==> config.mk <==
export PLATFORM = sky130hd
export DESIGN_NAME = sbus_frame_decoder
export DESIGN_NICKNAME = d
export VERILOG_FILES = /design/src/rtl/core/sfd_pkg.sv /design/src/rtl/core/sfd_front.sv /design/src/rtl/core/sfd_queue.sv /design/src/rtl/core/sfd_back.sv /design/src/rtl/core/sbus_frame_decoder.sv
export VERILOG_INCLUDE_DIRS = /design/src /design/src/rtl/core
export SDC_FILE = /design/constraint.sdc
export NUM_CORES = 1
export LEC_CHECK = 0
export ABC_AREA = 1
export BUFFER_PORTS_ARGS = -buffer_cell sky130_fd_sc_hd__buf_2
export CAP_MARGIN = 10
export CORE_MARGIN = 5
export CORE_UTILIZATION = 45
export DETAILED_ROUTE_END_ITERATION = 7
export SYNTH_ARGS = -nofsm -noshare
export SYNTH_HDL_FRONTEND = slang
export SYNTH_SLANG_ARGS = --single-unit
==> constraint.sdc <==
create_clock -name clk -period 12.4 [get_ports clk]
set_clock_uncertainty 0.2 [all_clocks]
set_input_delay 1.24 -clock clk [delete_from_list [all_inputs] [get_ports clk]]
set_output_delay 1.24 -clock clk [all_outputs]
set_load 0.05 [all_outputs]
==> src/rtl/core/assert_macros.svh <==
// Assertion macros shared by the RTL; empty when synthesising.
`ifndef ASSERT_MACROS_SVH
`define ASSERT_MACROS_SVH

`ifndef SYNTHESIS

// Expression must hold on every clock edge outside reset.
`define ASSERT_ALWAYS(label, clk, rst, expr) \
  label: assert property (@(posedge clk) disable iff (rst) (expr)) \
    else $error("assertion failed: expression not true");

// Antecedent implies consequent in the same cycle.
`define ASSERT_IMPLIES(label, clk, rst, ante, cons) \
  label: assert property (@(posedge clk) disable iff (rst) (ante) |-> (cons)) \
    else $error("assertion failed: implication not met");

`else

`define ASSERT_ALWAYS(label, clk, rst, expr)
`define ASSERT_IMPLIES(label, clk, rst, ante, cons)

`endif

`endif

==> src/rtl/core/sfd_pkg.sv <==
// Package for the S.BUS frame decoder: constants, register codes and shared types.
package sfd_pkg;

  localparam int NUM_CHANNELS   = 16;
  localparam int FRAME_LENGTH   = 25;
  localparam int FLAGS_POSITION = 23;
  localparam int STORE_DEPTH    = 24;
  localparam int DATA_BYTES     = 22;
  localparam int DATA_W         = DATA_BYTES * 8;
  localparam int CHAN_BITS      = 11;
  localparam int CHAN_IDX_W     = 4;
  localparam int POS_W          = 5;
  localparam int GAIN_W         = 17;
  localparam int PROD_W         = CHAN_BITS + GAIN_W;
  localparam int FRAC_BITS      = 16;
  localparam int VALUE_W        = 16;
  localparam int DROPS_W        = 16;
  localparam int CFG_INDEX_W    = 3;
  localparam int CFG_DATA_W     = GAIN_W;
  localparam int QUEUE_DEPTH    = 2;
  localparam int QPTR_W         = $clog2(QUEUE_DEPTH);
  localparam int QCNT_W         = $clog2(QUEUE_DEPTH + 1);
  localparam int OUT_DATA_W     = 40;

  localparam logic [PROD_W-1:0] ROUND_HALF = PROD_W'(1) << (FRAC_BITS - 1);

  localparam logic [7:0]         RST_START_MARKER = 8'h0f;
  localparam logic [GAIN_W-1:0]  RST_SCALE_GAIN   = 17'd39985;
  localparam logic [VALUE_W-1:0] RST_SCALE_OFFSET = 16'd895;
  localparam logic [2:0]         RST_FAILSAFE_BIT = 3'd3;
  localparam logic [2:0]         RST_LOST_BIT     = 3'd2;

  typedef enum logic [CFG_INDEX_W-1:0] {
    REG_START_MARKER = 3'd0,
    REG_SCALE_GAIN   = 3'd1,
    REG_SCALE_OFFSET = 3'd2,
    REG_FAILSAFE_BIT = 3'd3,
    REG_LOST_BIT     = 3'd4
  } cfg_reg_e;

  typedef struct packed {
    logic [7:0]         start_marker;
    logic [GAIN_W-1:0]  scale_gain;
    logic [VALUE_W-1:0] scale_offset;
    logic [2:0]         failsafe_bit;
    logic [2:0]         lost_bit;
  } cfg_t;

  typedef struct packed {
    logic [DATA_W-1:0]  data;
    logic               failsafe;
    logic               lost;
    logic [DROPS_W-1:0] drops;
  } job_t;

  typedef struct packed {
    logic [CHAN_IDX_W-1:0] channel_index;
    logic [VALUE_W-1:0]    channel_value;
    logic                  failsafe_flag;
    logic                  lost_flag;
    logic [DROPS_W-1:0]    drops_seen;
    logic                  final_of_frame;
  } result_t;

endpackage

==> src/rtl/core/sfd_front.sv <==
// Front end: collects frame bytes, checks the start marker, counts drops, queues good frames.
module sfd_front (
  input  logic          clk,
  input  logic          rst,
  input  sfd_pkg::cfg_t cfg,
  input  logic          s_tvalid,
  output logic          s_tready,
  input  logic [7:0]    s_tdata,
  input  logic          q_full,
  output logic          q_push,
  output sfd_pkg::job_t q_job
);
  import sfd_pkg::*;

  logic [7:0]         store [STORE_DEPTH];
  logic [POS_W-1:0]   pos;
  logic [DROPS_W-1:0] drops;
  logic               at_end;
  logic               good;
  logic               accept;
  logic [7:0]         flags;

  assign at_end   = pos >= POS_W'(FRAME_LENGTH - 1);
  assign good     = store[0] == cfg.start_marker;
  assign s_tready = !(at_end && good && q_full);
  assign accept   = s_tvalid && s_tready;
  assign q_push   = accept && at_end && good;
  assign flags    = store[FLAGS_POSITION];

  always_comb begin
    for (int i = 0; i < DATA_BYTES; i++) begin
      q_job.data[8*i +: 8] = store[i+1];
    end
    q_job.failsafe = flags[cfg.failsafe_bit];
    q_job.lost     = flags[cfg.failsafe_bit] | flags[cfg.lost_bit];
    q_job.drops    = drops;
  end

  always_ff @(posedge clk) begin
    if (rst) begin
      pos   <= '0;
      drops <= '0;
    end else if (accept) begin
      if (at_end) begin
        pos <= '0;
        if (!good && drops != '1) begin
          drops <= drops + DROPS_W'(1);
        end
      end else begin
        pos <= pos + POS_W'(1);
      end
    end
  end

  always_ff @(posedge clk) begin
    if (accept && !at_end) begin
      store[pos] <= s_tdata;
    end
  end

endmodule

==> src/rtl/core/sfd_queue.sv <==
// Short frame-job queue between the front end and the channel engine.
module sfd_queue (
  input  logic          clk,
  input  logic          rst,
  input  logic          push,
  input  sfd_pkg::job_t push_job,
  output logic          full,
  input  logic          pop,
  output sfd_pkg::job_t pop_job,
  output logic          empty
);
  import sfd_pkg::*;

  job_t              entries [QUEUE_DEPTH];
  logic [QPTR_W-1:0] wr_ptr;
  logic [QPTR_W-1:0] rd_ptr;
  logic [QCNT_W-1:0] count;

  assign full    = count == QCNT_W'(QUEUE_DEPTH);
  assign empty   = count == '0;
  assign pop_job = entries[rd_ptr];

  always_ff @(posedge clk) begin
    if (rst) begin
      wr_ptr <= '0;
      rd_ptr <= '0;
      count  <= '0;
    end else begin
      if (push) begin
        wr_ptr <= (wr_ptr == QPTR_W'(QUEUE_DEPTH - 1)) ? '0 : wr_ptr + QPTR_W'(1);
      end
      if (pop) begin
        rd_ptr <= (rd_ptr == QPTR_W'(QUEUE_DEPTH - 1)) ? '0 : rd_ptr + QPTR_W'(1);
      end
      if (push && !pop) begin
        count <= count + QCNT_W'(1);
      end else if (pop && !push) begin
        count <= count - QCNT_W'(1);
      end
    end
  end

  always_ff @(posedge clk) begin
    if (push) begin
      entries[wr_ptr] <= push_job;
    end
  end

endmodule

==> src/rtl/core/sfd_back.sv <==
// Channel engine: unpacks 11-bit channels, scales with rounding, adds offset, drives results.
module sfd_back (
  input  logic             clk,
  input  logic             rst,
  input  sfd_pkg::cfg_t    cfg,
  input  logic             q_empty,
  input  sfd_pkg::job_t    q_job,
  output logic             q_pop,
  output logic             m_tvalid,
  input  logic             m_tready,
  output sfd_pkg::result_t res
);
  import sfd_pkg::*;

  logic                  active;
  logic [CHAN_IDX_W-1:0] chan;
  logic [DATA_W-1:0]     bits;
  logic                  job_fs;
  logic                  job_lost;
  logic [DROPS_W-1:0]    job_drops;
  logic                  last_ch;
  logic                  issue;
  logic                  load;

  logic                  p_valid;
  logic                  p_ready;
  logic [PROD_W-1:0]     p_prod;
  logic [CHAN_IDX_W-1:0] p_chan;
  logic                  p_last;
  logic                  p_fs;
  logic                  p_lost;
  logic [DROPS_W-1:0]    p_drops;

  logic                  out_adv;
  logic [PROD_W-1:0]     rounded;

  assign last_ch = chan == CHAN_IDX_W'(NUM_CHANNELS - 1);
  assign out_adv = !m_tvalid || m_tready;
  assign p_ready = !p_valid || out_adv;
  assign issue   = active && p_ready;
  assign load    = (!active || (issue && last_ch)) && !q_empty;
  assign q_pop   = load;
  assign rounded = p_prod + ROUND_HALF;

  always_ff @(posedge clk) begin
    if (rst) begin
      active <= 1'b0;
      chan   <= '0;
    end else if (load) begin
      active <= 1'b1;
      chan   <= '0;
    end else if (issue) begin
      chan <= chan + CHAN_IDX_W'(1);
      if (last_ch) begin
        active <= 1'b0;
      end
    end
  end

  always_ff @(posedge clk) begin
    if (load) begin
      bits      <= q_job.data;
      job_fs    <= q_job.failsafe;
      job_lost  <= q_job.lost;
      job_drops <= q_job.drops;
    end else if (issue) begin
      bits <= bits >> CHAN_BITS;
    end
  end

  always_ff @(posedge clk) begin
    if (rst) begin
      p_valid <= 1'b0;
    end else if (p_ready) begin
      p_valid <= issue;
    end
  end

  always_ff @(posedge clk) begin
    if (issue) begin
      p_prod  <= PROD_W'(bits[CHAN_BITS-1:0]) * PROD_W'(cfg.scale_gain);
      p_chan  <= chan;
      p_last  <= last_ch;
      p_fs    <= job_fs;
      p_lost  <= job_lost;
      p_drops <= job_drops;
    end
  end

  always_ff @(posedge clk) begin
    if (rst) begin
      m_tvalid <= 1'b0;
    end else if (out_adv) begin
      m_tvalid <= p_valid;
    end
  end

  always_ff @(posedge clk) begin
    if (out_adv && p_valid) begin
      res.channel_index  <= p_chan;
      res.channel_value  <= VALUE_W'(rounded[PROD_W-1:FRAC_BITS]) + cfg.scale_offset;
      res.failsafe_flag  <= p_fs;
      res.lost_flag      <= p_lost;
      res.drops_seen     <= p_drops;
      res.final_of_frame <= p_last;
    end
  end

endmodule

==> src/rtl/core/sbus_frame_decoder.sv <==
// Top level of the S.BUS frame decoder: configuration registers, front end, queue, channel engine.
//
//  port group        | dir  | payload
//  s_tvalid/tready   | in   | s_tdata[7:0] = rx_byte
//  m_tvalid/tready   | out  | m_tdata: channel_index, channel_value, failsafe_flag, lost_flag,
//                    |      |   drops_seen; m_tlast = final_of_frame
//  cfg_we            | in   | cfg_index selects register, cfg_data carries the value
//
// One byte is taken per cycle. The end byte of a good frame waits only while the
// two-entry frame queue is full. The channel engine gives one result per cycle while
// m_tready is high, 16 per frame, via the queue, load, multiply and output registers.
// Output stalls back up through the multiply stage into the queue, then the front end.
// Reset restores the register defaults and clears position, drop count and queue;
// the frame store holds no reset value and needs no clearing pass.
`include "assert_macros.svh"

module sbus_frame_decoder (
  input  logic                               clk,
  input  logic                               rst,
  input  logic                               cfg_we,
  input  logic [sfd_pkg::CFG_INDEX_W-1:0]    cfg_index,
  input  logic [sfd_pkg::CFG_DATA_W-1:0]     cfg_data,
  input  logic                               s_tvalid,
  output logic                               s_tready,
  input  logic [7:0]                         s_tdata,  // [7:0] rx_byte
  output logic                               m_tvalid,
  input  logic                               m_tready,
  // [3:0] channel_index, [19:4] channel_value, [20] failsafe_flag, [21] lost_flag,
  // [37:22] drops_seen, [39:38] zero
  output logic [sfd_pkg::OUT_DATA_W-1:0]     m_tdata,
  output logic                               m_tlast
);
  import sfd_pkg::*;

  cfg_t    cfg;
  job_t    push_job;
  job_t    pop_job;
  logic    q_push;
  logic    q_pop;
  logic    q_full;
  logic    q_empty;
  result_t res;

  always_ff @(posedge clk) begin
    if (rst) begin
      cfg.start_marker <= RST_START_MARKER;
      cfg.scale_gain   <= RST_SCALE_GAIN;
      cfg.scale_offset <= RST_SCALE_OFFSET;
      cfg.failsafe_bit <= RST_FAILSAFE_BIT;
      cfg.lost_bit     <= RST_LOST_BIT;
    end else if (cfg_we) begin
      unique case (cfg_reg_e'(cfg_index))
        REG_START_MARKER: cfg.start_marker <= cfg_data[7:0];
        REG_SCALE_GAIN:   cfg.scale_gain   <= cfg_data[GAIN_W-1:0];
        REG_SCALE_OFFSET: cfg.scale_offset <= cfg_data[VALUE_W-1:0];
        REG_FAILSAFE_BIT: cfg.failsafe_bit <= cfg_data[2:0];
        REG_LOST_BIT:     cfg.lost_bit     <= cfg_data[2:0];
        default: ;
      endcase
    end
  end

  sfd_front u_front (
    .clk      (clk),
    .rst      (rst),
    .cfg      (cfg),
    .s_tvalid (s_tvalid),
    .s_tready (s_tready),
    .s_tdata  (s_tdata),
    .q_full   (q_full),
    .q_push   (q_push),
    .q_job    (push_job)
  );

  sfd_queue u_queue (
    .clk      (clk),
    .rst      (rst),
    .push     (q_push),
    .push_job (push_job),
    .full     (q_full),
    .pop      (q_pop),
    .pop_job  (pop_job),
    .empty    (q_empty)
  );

  sfd_back u_back (
    .clk      (clk),
    .rst      (rst),
    .cfg      (cfg),
    .q_empty  (q_empty),
    .q_job    (pop_job),
    .q_pop    (q_pop),
    .m_tvalid (m_tvalid),
    .m_tready (m_tready),
    .res      (res)
  );

  assign m_tdata = {2'b00, res.drops_seen, res.lost_flag, res.failsafe_flag,
                    res.channel_value, res.channel_index};
  assign m_tlast = res.final_of_frame;

  `ASSERT_IMPLIES(a_no_push_when_full, clk, rst, q_push, !q_full)
  `ASSERT_IMPLIES(a_no_pop_when_empty, clk, rst, q_pop, !q_empty)
  `ASSERT_IMPLIES(a_last_is_top_channel, clk, rst, m_tvalid && m_tlast, m_tdata[3:0] == CHAN_IDX_W'(NUM_CHANNELS - 1))
  `ASSERT_IMPLIES(a_failsafe_sets_lost, clk, rst, m_tvalid && m_tdata[20], m_tdata[21])

endmodule
==> results.sh <==
export IMPL_synth_seq_cells=929
export IMPL_numCtsBuffers=96
export IMPL_final_fill_count=7679
export IMPL_path_buf_inv=3
export IMPL_syn_area_mm2=0.0409
export IMPL_grt_antenna_before_repair=4
export IMPL_start_util_pct=45.4
export IMPL_final_period_utilization_pct=43.6
export IMPL_multi_input_area_mm2=0.0119
export IMPL_drive_gt1_share_pct=11.0
export IMPL_gr_usage_all_layers_pct=17.6
export IMPL_routed_wirelength_um=85500
export IMPL_seq_area_frac_synth_pct=66.3
export IMPL_synth_edf_count=849
export IMPL_grt_max_degree=195
export IMPL_max_slew_margin_rel_pct=23.3
export IMPL_core_area_mm2=0.0901
export IMPL_row_count=110
export IMPL_synthCells=3270
export IMPL_report_final_setup_viol=0
export IMPL_hold_viol=0
export IMPL_yosysWarningCount=0
export IMPL_nets=3569
export IMPL_yosys_area_top_type="edfxtp_1"
export IMPL_hold_buffers=0
export IMPL_rsz0062_at_grt="false"
export IMPL_yosysTopAreaCellShare_pct=62.3
export IMPL_status="finished, final reports clean"
export IMPL_worstPathMaxFanout=17
export IMPL_cts_setup_buffers=0
export IMPL_htreeDepth=3
export IMPL_drt_pass1_iterations=5
export IMPL_drcViolationCount=0
export IMPL_cts_tree="built"
export IMPL_end_kind="flip-flop"
export IMPL_clock_sinks=929
export IMPL_die_x_um=311
export IMPL_cts_root_buf="clkbuf_16"
export IMPL_io_buffers=73
export IMPL_die_h_um=311
export IMPL_max_clock_freq_ghz=0.185
export IMPL_hold_path_class="reg2reg"
export IMPL_final_common_cell="edfxtp_1"
export IMPL_setup_tns_ns=0
export IMPL_area_growth_pct=11.1
export IMPL_start_kind="flip-flop"
export IMPL_crit_start="u_back.bits[2]"
export IMPL_routedWlPerCell_um=18.7
export IMPL_gp_congestion=0.876
export IMPL_crit_family="adder cells"
export IMPL_ant_nets=0
export IMPL_worstPathArrival_ns=5.60
export IMPL_cp_slowest_cell="edfxtp_1"
export IMPL_worstMarginPinSlew_ns=1.15
export IMPL_maxSlewViolCount=0
export IMPL_synth_cell_type_count=42
export IMPL_grt_pass1_wl_um=135000
export IMPL_layout_common_cells="edfxtp_1, nand2_1, nor2_1"
export IMPL_synthTopCellsByArea="edfxtp_1, fa_1, nand2_1"
export IMPL_cpPeakStageDelay_ns=0.77
export IMPL_grt_pass1_vias=23456
export IMPL_vias=23347
export IMPL_crit_top_cell="fa_1"
export IMPL_cp_required_ns=12.59
export IMPL_via_per_inst=5.10
export IMPL_grt_overflow=0
export IMPL_min_period_ns=5.41
export IMPL_path_cells="nand2_1, fa_1, fa_1, inv_1, fa_1, fa_1, inv_1, fa_1, inv_1, ha_1, a21oi_1, o21ai_0, a21oi_1, nor2_1, nor2_1, nand2_1, nand2_1, nand2_1"
export IMPL_clkLatencyLatePin_ns=0.69
export IMPL_die_area_mm2=0.0970
export IMPL_syn_area_per_cell_um2=12.5
export IMPL_synth_flop_cell="edfxtp_1"
export IMPL_post_cts_resized=0
export IMPL_hp_start="u_back.p_drops[3]"
export IMPL_clockBufferDepth=3
export IMPL_drv_cap=0
export IMPL_hpwl_um=50800
export IMPL_regArea_mm2=0.0271
export IMPL_async_flop_share_pct=0
export IMPL_reg2reg_from="u_back.bits[2]"
export IMPL_drt_iter0_drc=1717
export IMPL_clk_pin_slew_worst_paths_ns=0.06
export IMPL_io_pins=76
export IMPL_crit_type="reg2reg"
sequential cells by signal, summed over array words and instances (netlist names), named ones only:
name	count
cfg	47
u_back.active	1
u_back.bits	176
u_back.chan	4
u_back.job_drops	16
u_back.job_fs	1
u_back.job_lost	1
u_back.m_tvalid	1
u_back.p_chan	4
u_back.p_drops	16
u_back.p_fs	1
u_back.p_last	1
u_back.p_lost	1
u_back.p_prod	13
u_back.p_valid	1
u_back.res	39
u_front.drops	16
u_front.pos	5
u_front.store	192
u_queue.count	2
u_queue.entries	388
u_queue.rd_ptr	1
u_queue.wr_ptr	1
cell usage after synthesis, types with 17 or more instances:
master	n
a21oi_1	88
nand3_1	65
buf_2	23
nor2_1	472
o21ai_0	69
edfxtp_1	849
clkbuf_1	95
ha_1	83
o31ai_1	37
xnor2_1	17
dfxtp_1	80
inv_1	341
xor2_1	30
nand2_1	675
o31ai_2	128
fa_1	134
layer usage:
metal | up-vias | GRT usage [%] | routed length, µm
li1 | 11126 | - | -
met1 | 11617 | 23.6 | 37300
met2 | 455 | 30.0 | 42200
met3 | 147 | 2.60 | 3610
met4 | 2 | 5.19 | 2340
met5 | - | 0 | 13
final timing paths:
path              slack (ns)           endpoint  cells past startpoint
setup / recovery        6.99  u_back.p_prod[27]                     18
hold / removal          0.22      u_back.res[4]                      0
setup reg to reg        6.99  u_back.p_prod[27]                     18
hold reg to reg         0.22      u_back.res[4]                      0
kinds of logic after synthesis:
family | Yosys count | synth area share, %
compound gates | 341 | 6.86
xor+xnor | 47 | 1.01
fa+ha+maj | 217 | 9.10
buf+inv | 486 | 4.85
flops | 929 | 66.3
other cells | 1 | 0.00917
simple gates | 1249 | 11.9
area by class of cell:
cell class	count	share of cell area, %
sequential	929	59.6
multi-input combinational	1856	26.1
clock buffer	120	5.53
tap	1176	3.24
inverter	348	2.90
clock inverter	59	1.43
timing repair buffer	88	1.13
antenna	1	0.00551
through the flow:
step	instance area, µm²	utilization (%)	setup slack, ns	std cells	hold WS, ns
after floorplan	40900	-	1.77	3271	0.200
after global placement	42300	46.9	6.87	4397	0.201
after detailed placement	42300	46.9	6.82	4397	0.205
after CTS	45400	50.4	6.98	4576	0.218
after global routing	45400	50.4	6.64	4577	0.219
final	45400	50.4	6.99	4577	0.218
Power is left out: the tool's default activity adds up to more than one toggle a clock period on the data nets, which glitch-free logic cannot reach.
